## src/hdl/rrv_pkg.sv

```systemverilog
// rrv_pkg: shared types, constants and fixed-point helpers for the
// rounded rectangle vertex generator; no dependencies
`timescale 1ns / 1ps
package rrv_pkg;

  localparam int QW = 31;

  localparam logic [QW-1:0] SIN_C1 = 31'd1686629713;
  localparam logic [QW-1:0] SIN_C3 = 31'd693598668;
  localparam logic [QW-1:0] SIN_C5 = 31'd85569306;
  localparam logic [QW-1:0] SIN_C7 = 31'd5026995;
  localparam logic [QW-1:0] SIN_C9 = 31'd172272;
  localparam logic [QW-1:0] Q30_ONE = 31'd1073741824;
  localparam logic [62:0] Q30_HALF = 63'd536870912;

  localparam logic [1:0] REG_BOX_WIDTH = 2'd0;
  localparam logic [1:0] REG_BOX_HEIGHT = 2'd1;
  localparam logic [1:0] REG_CORNER_RADIUS = 2'd2;
  localparam logic [1:0] REG_MAX_POINTS = 2'd3;

  typedef struct packed {
    logic [1:0] side;
    logic arc;
    logic oor;
    logic signed [19:0] sx;
    logic signed [19:0] sy;
    logic [8:0] count;
  } rrv_meta_t;

  function automatic logic [QW-1:0] q30_mul(input logic [QW-1:0] a, input logic [QW-1:0] b);
    logic [62:0] pr;
    pr = 63'(a) * 63'(b) + Q30_HALF;
    return pr[60:30];
  endfunction

endpackage

```

## src/hdl/rrv_div_cell.sv

```systemverilog
// rrv_div_cell: one restoring division step for the two arc fractions
// depends on rrv_pkg
`timescale 1ns / 1ps
module rrv_div_cell import rrv_pkg::*; #(
  parameter int NW = 7
) (
  input  logic clk,
  input  logic en,
  input  logic [NW-1:0] d,
  input  logic [NW-1:0] rem_t_in,
  input  logic bit_t_in,
  input  logic [QW-1:0] q_t_in,
  input  logic [NW-1:0] rem_u_in,
  input  logic bit_u_in,
  input  logic [QW-1:0] q_u_in,
  input  rrv_meta_t meta_in,
  output logic [NW-1:0] rem_t_out,
  output logic [QW-1:0] q_t_out,
  output logic [NW-1:0] rem_u_out,
  output logic [QW-1:0] q_u_out,
  output rrv_meta_t meta_out
);

  logic [NW:0] rt, ru, rt_sub, ru_sub;
  logic ge_t, ge_u;

  always_comb begin
    rt = {rem_t_in, bit_t_in};
    ru = {rem_u_in, bit_u_in};
    ge_t = rt >= {1'b0, d};
    ge_u = ru >= {1'b0, d};
    rt_sub = rt - {1'b0, d};
    ru_sub = ru - {1'b0, d};
  end

  always_ff @(posedge clk) begin
    if (en) begin
      rem_t_out <= ge_t ? rt_sub[NW-1:0] : rt[NW-1:0];
      rem_u_out <= ge_u ? ru_sub[NW-1:0] : ru[NW-1:0];
      q_t_out <= {q_t_in[QW-2:0], ge_t};
      q_u_out <= {q_u_in[QW-2:0], ge_u};
      meta_out <= meta_in;
    end
  end

endmodule

```

## config.mk

```make
export PLATFORM = sky130hd
export DESIGN_NAME = rrv_div_cell
export DESIGN_NICKNAME = d
export VERILOG_FILES = /design/src/hdl/rrv_pkg.sv /design/src/hdl/rrv_div_cell.sv
export SDC_FILE = /design/constraint.sdc
export NUM_CORES = 1
export LEC_CHECK = 0
export BUFFER_PORTS_ARGS = -buffer_cell sky130_fd_sc_hd__buf_2
export CAP_MARGIN = 10
export CORE_ASPECT_RATIO = 1.2
export CORE_MARGIN = 5
export CORE_UTILIZATION = 44
export CTS_CLUSTER_SIZE = 14
export DETAILED_ROUTE_END_ITERATION = 16
export PLACE_DENSITY_LB_ADDON = 0.05
export RECOVER_POWER = 25
export SKIP_LAST_GASP = 1
export SYNTH_ARGS = -nofsm -noshare
export SYNTH_HDL_FRONTEND = slang
export SYNTH_SLANG_ARGS = --single-unit
```

## constraint.sdc

```tcl
create_clock -name clk -period 2.5 [get_ports clk]
set_input_delay 0.375 -clock clk [delete_from_list [all_inputs] [get_ports clk]]
set_output_delay 0.375 -clock clk [all_outputs]
set_load 0.01 [all_outputs]
```

==> out/results.ini <==
[detailed_routing]
drc = 0
wire_per_inst_um = 18.2
wirelength_mm = 12.2
drt-initial-drc-count = 115
drt_pass1_iterations = 6
ant_nets = 0
routed_via_density = 4.74
vias = 3181

[global_route]
grt_overflow = 0
grt_pass1_vias = 3185
grt_usage_pct = 18.1
grt_start_max_net_pins = 48
antenna_found_initial = 1
grt_pass1_wl_mm = 17.3

[worst_setup_path]
startpoint = d[0]
crit_fanout = 5
cp.required_ps = 2660
crit_path_end_kind = flip-flop
cp-start-kind = input port
crit_type = in -> reg
worst_ep_arrival_time_ps = 2280

[die]
start_util_pct = 44.9
die_height_um = 123
dieArea_um2 = 12900
rows = 41
ios = 269
die_w_um = 105
design.core.area_um2 = 10500

[placed_design]
dp_cells = 639
place_area_um2 = 6280
globalplace.congestion = 0.844
hpwlAfterDp_mm = 9.54
dp_slack_ps = -58.4
io_buffers = 266

[logic_synthesis]
syn_avg_cell_area_um2 = 19.8
ys_async_sr_fraction_pct = 0
yosysSeqAreaShare_pct = 82.0
synth_top_area_share_pct = 82.0
yosysWarnings = 0
ys_seq_elements = 129
yosys-top-cells-count = edfxtp_1, ha_1, inv_1
yosys.area.top_type = edfxtp_1
synthCells = 239
synthMostInstantiatedCell = edfxtp_1
ys.flop_type = edfxtp_1
syn_area_um2 = 4720
synth_area_leaders = edfxtp_1, ha_1, mux2_4
ys_types = 33
synth_edf_count = 129
syn_nets = 395

[finish]
postLayoutCellArea_um2 = 6820
multi_input_area_um2 = 785
final-seq-area_um2 = 3870
fillerInstances = 806
fin_cells = 671
area_growth_syn_to_layout_pct = 44.5
fin_util_pct = 64.9
drive_gt1_share_pct = 57.2
n_antenna_cell = 0
nNetsFinal = 685

[clock_tree]
cts_root_buffer = clkbuf_16
cts_max_level = 4
cts_buffer_depth = 2
postCtsSetupRepairBufs = 0
cts_buffers = 17
holdBufCountCts = 0
tritoncts = built
clk_pin_slew_ps = 60
clock_sinks = 129
ctsResizeCount = 0

[sta]
rsz0062_at_grt = false
finalCritPeriodShare_pct = 85.1
slew_violations = 0
hold_ws_ps = 139
tightest_slew_ps = 535
period_minus_slack_ps = 2130
fmax_mhz = 470
slew_headroom_pct = 64.3
final-setup-viol-count = 0
hold_viol_final = 0
fin_ws_ps = 372
setup-tns-final_ps = 0

[min_path]
hp-start = meta_in[13]
min_to = meta_out[13]$_DFFE_PP_
hold_depth = 1
min_path_type = in -> reg

[pwr]
design_power_total_mw = 5.57
ir_drop_uv = 417
leakagePower_nw = 3.04
power.density_nw_per_um2 = 816

[outcome]
outcome = finished, final reports clean

[flow_run]
cap_violations = 0

area by class of cell:
cell class	instances	area share, %
flip-flops and latches	129	56.8
well taps	129	2.37
multi-input cells	95	11.5
clock buffers	19	6.35
repair buffers	272	20.6
inverters	14	0.770
clock inverters	13	1.67
flip-flops by register name (all words and copies together) (netlist names):
| name | flops |
|---|---|
| rem_u_out | 7 |
| meta_out | 53 |
| q_u_out | 31 |
| q_t_out | 31 |
| rem_t_out | 7 |
layer usage:
metal	GRT usage, %	share of wire (%)
met5	0	0.16
met2	32.3	54
met4	7.51	1.7
met1	19.0	34
met3	7.47	9.6
cell usage in the layout (no fill, tap or decap), types with 2 or more instances in the layout:
cell type and instances:
nor2_1 13, nand3_1 3, o21a_1 2, edfxtp_1 129, mux2_1 5, mux2_4 5
inv_1 14, clkinv_4 4, a21oi_1 6, nand2b_1 3, buf_2 265, clkbuf_1 2
a221oi_1 2, clkinv_2 5, a311o_1 2, o31a_1 2, clkbuf_16 17, buf_12 2
mux2i_1 6, nand2_1 3, buf_4 5, nand4_1 2, a211o_1 2, xnor2_1 2
nand3b_1 2, fa_1 2, nor3_1 3, o21ai_0 4, ha_1 14, clkinvlp_4 2
nor2b_1 3
worst max-delay path: stages:
cell,delay (ps)
buf_2,120
ha_1,220
fa_1,400
nand2b_1,180
a21oi_1,190
nand3b_1,130
a311o_1,210
buf_4,170
mux2_4,300
where the power goes:
part / total, mW / internal, mW / switching (mW) / leakage [nW]
Combinational: 0.678 / 0.315 / 0.363 / 1.51
Sequential: 2.64 / 2.60 / 0.0405 / 1.26
Clock: 2.25 / 1.36 / 0.887 / 0.267
logic make-up after synthesis:
| kind of cell | synth area share (%) |
|---|---|
| multiplexers | 4.05 |
| AO/OA/AOI/OAI | 3.47 |
| flip-flops | 82.0 |
| XOR/XNOR | 0.557 |
| buffers and inverters | 1.35 |
| adder cells (fa/ha/maj) | 4.56 |
| AND/OR/NAND/NOR | 3.97 |
worst max-delay path by stage:
stage | slack [ps] | to | depth (start not counted)
after CTS | 380 | rem_t_out[3]$_DFFE_PP_ | 9
after global placement | 3 | rem_t_out[2]$_DFFE_PP_ | 9
after global routing | 300 | rem_t_out[2]$_DFFE_PP_ | 9
after detailed placement | -60 | rem_t_out[3]$_DFFE_PP_ | 9
after floorplan | 240 | rem_t_out[2]$_DFFE_PP_ | 9
final | 370 | rem_t_out[2]$_DFFE_PP_ | 9
Power figures use the tool's default switching activity.
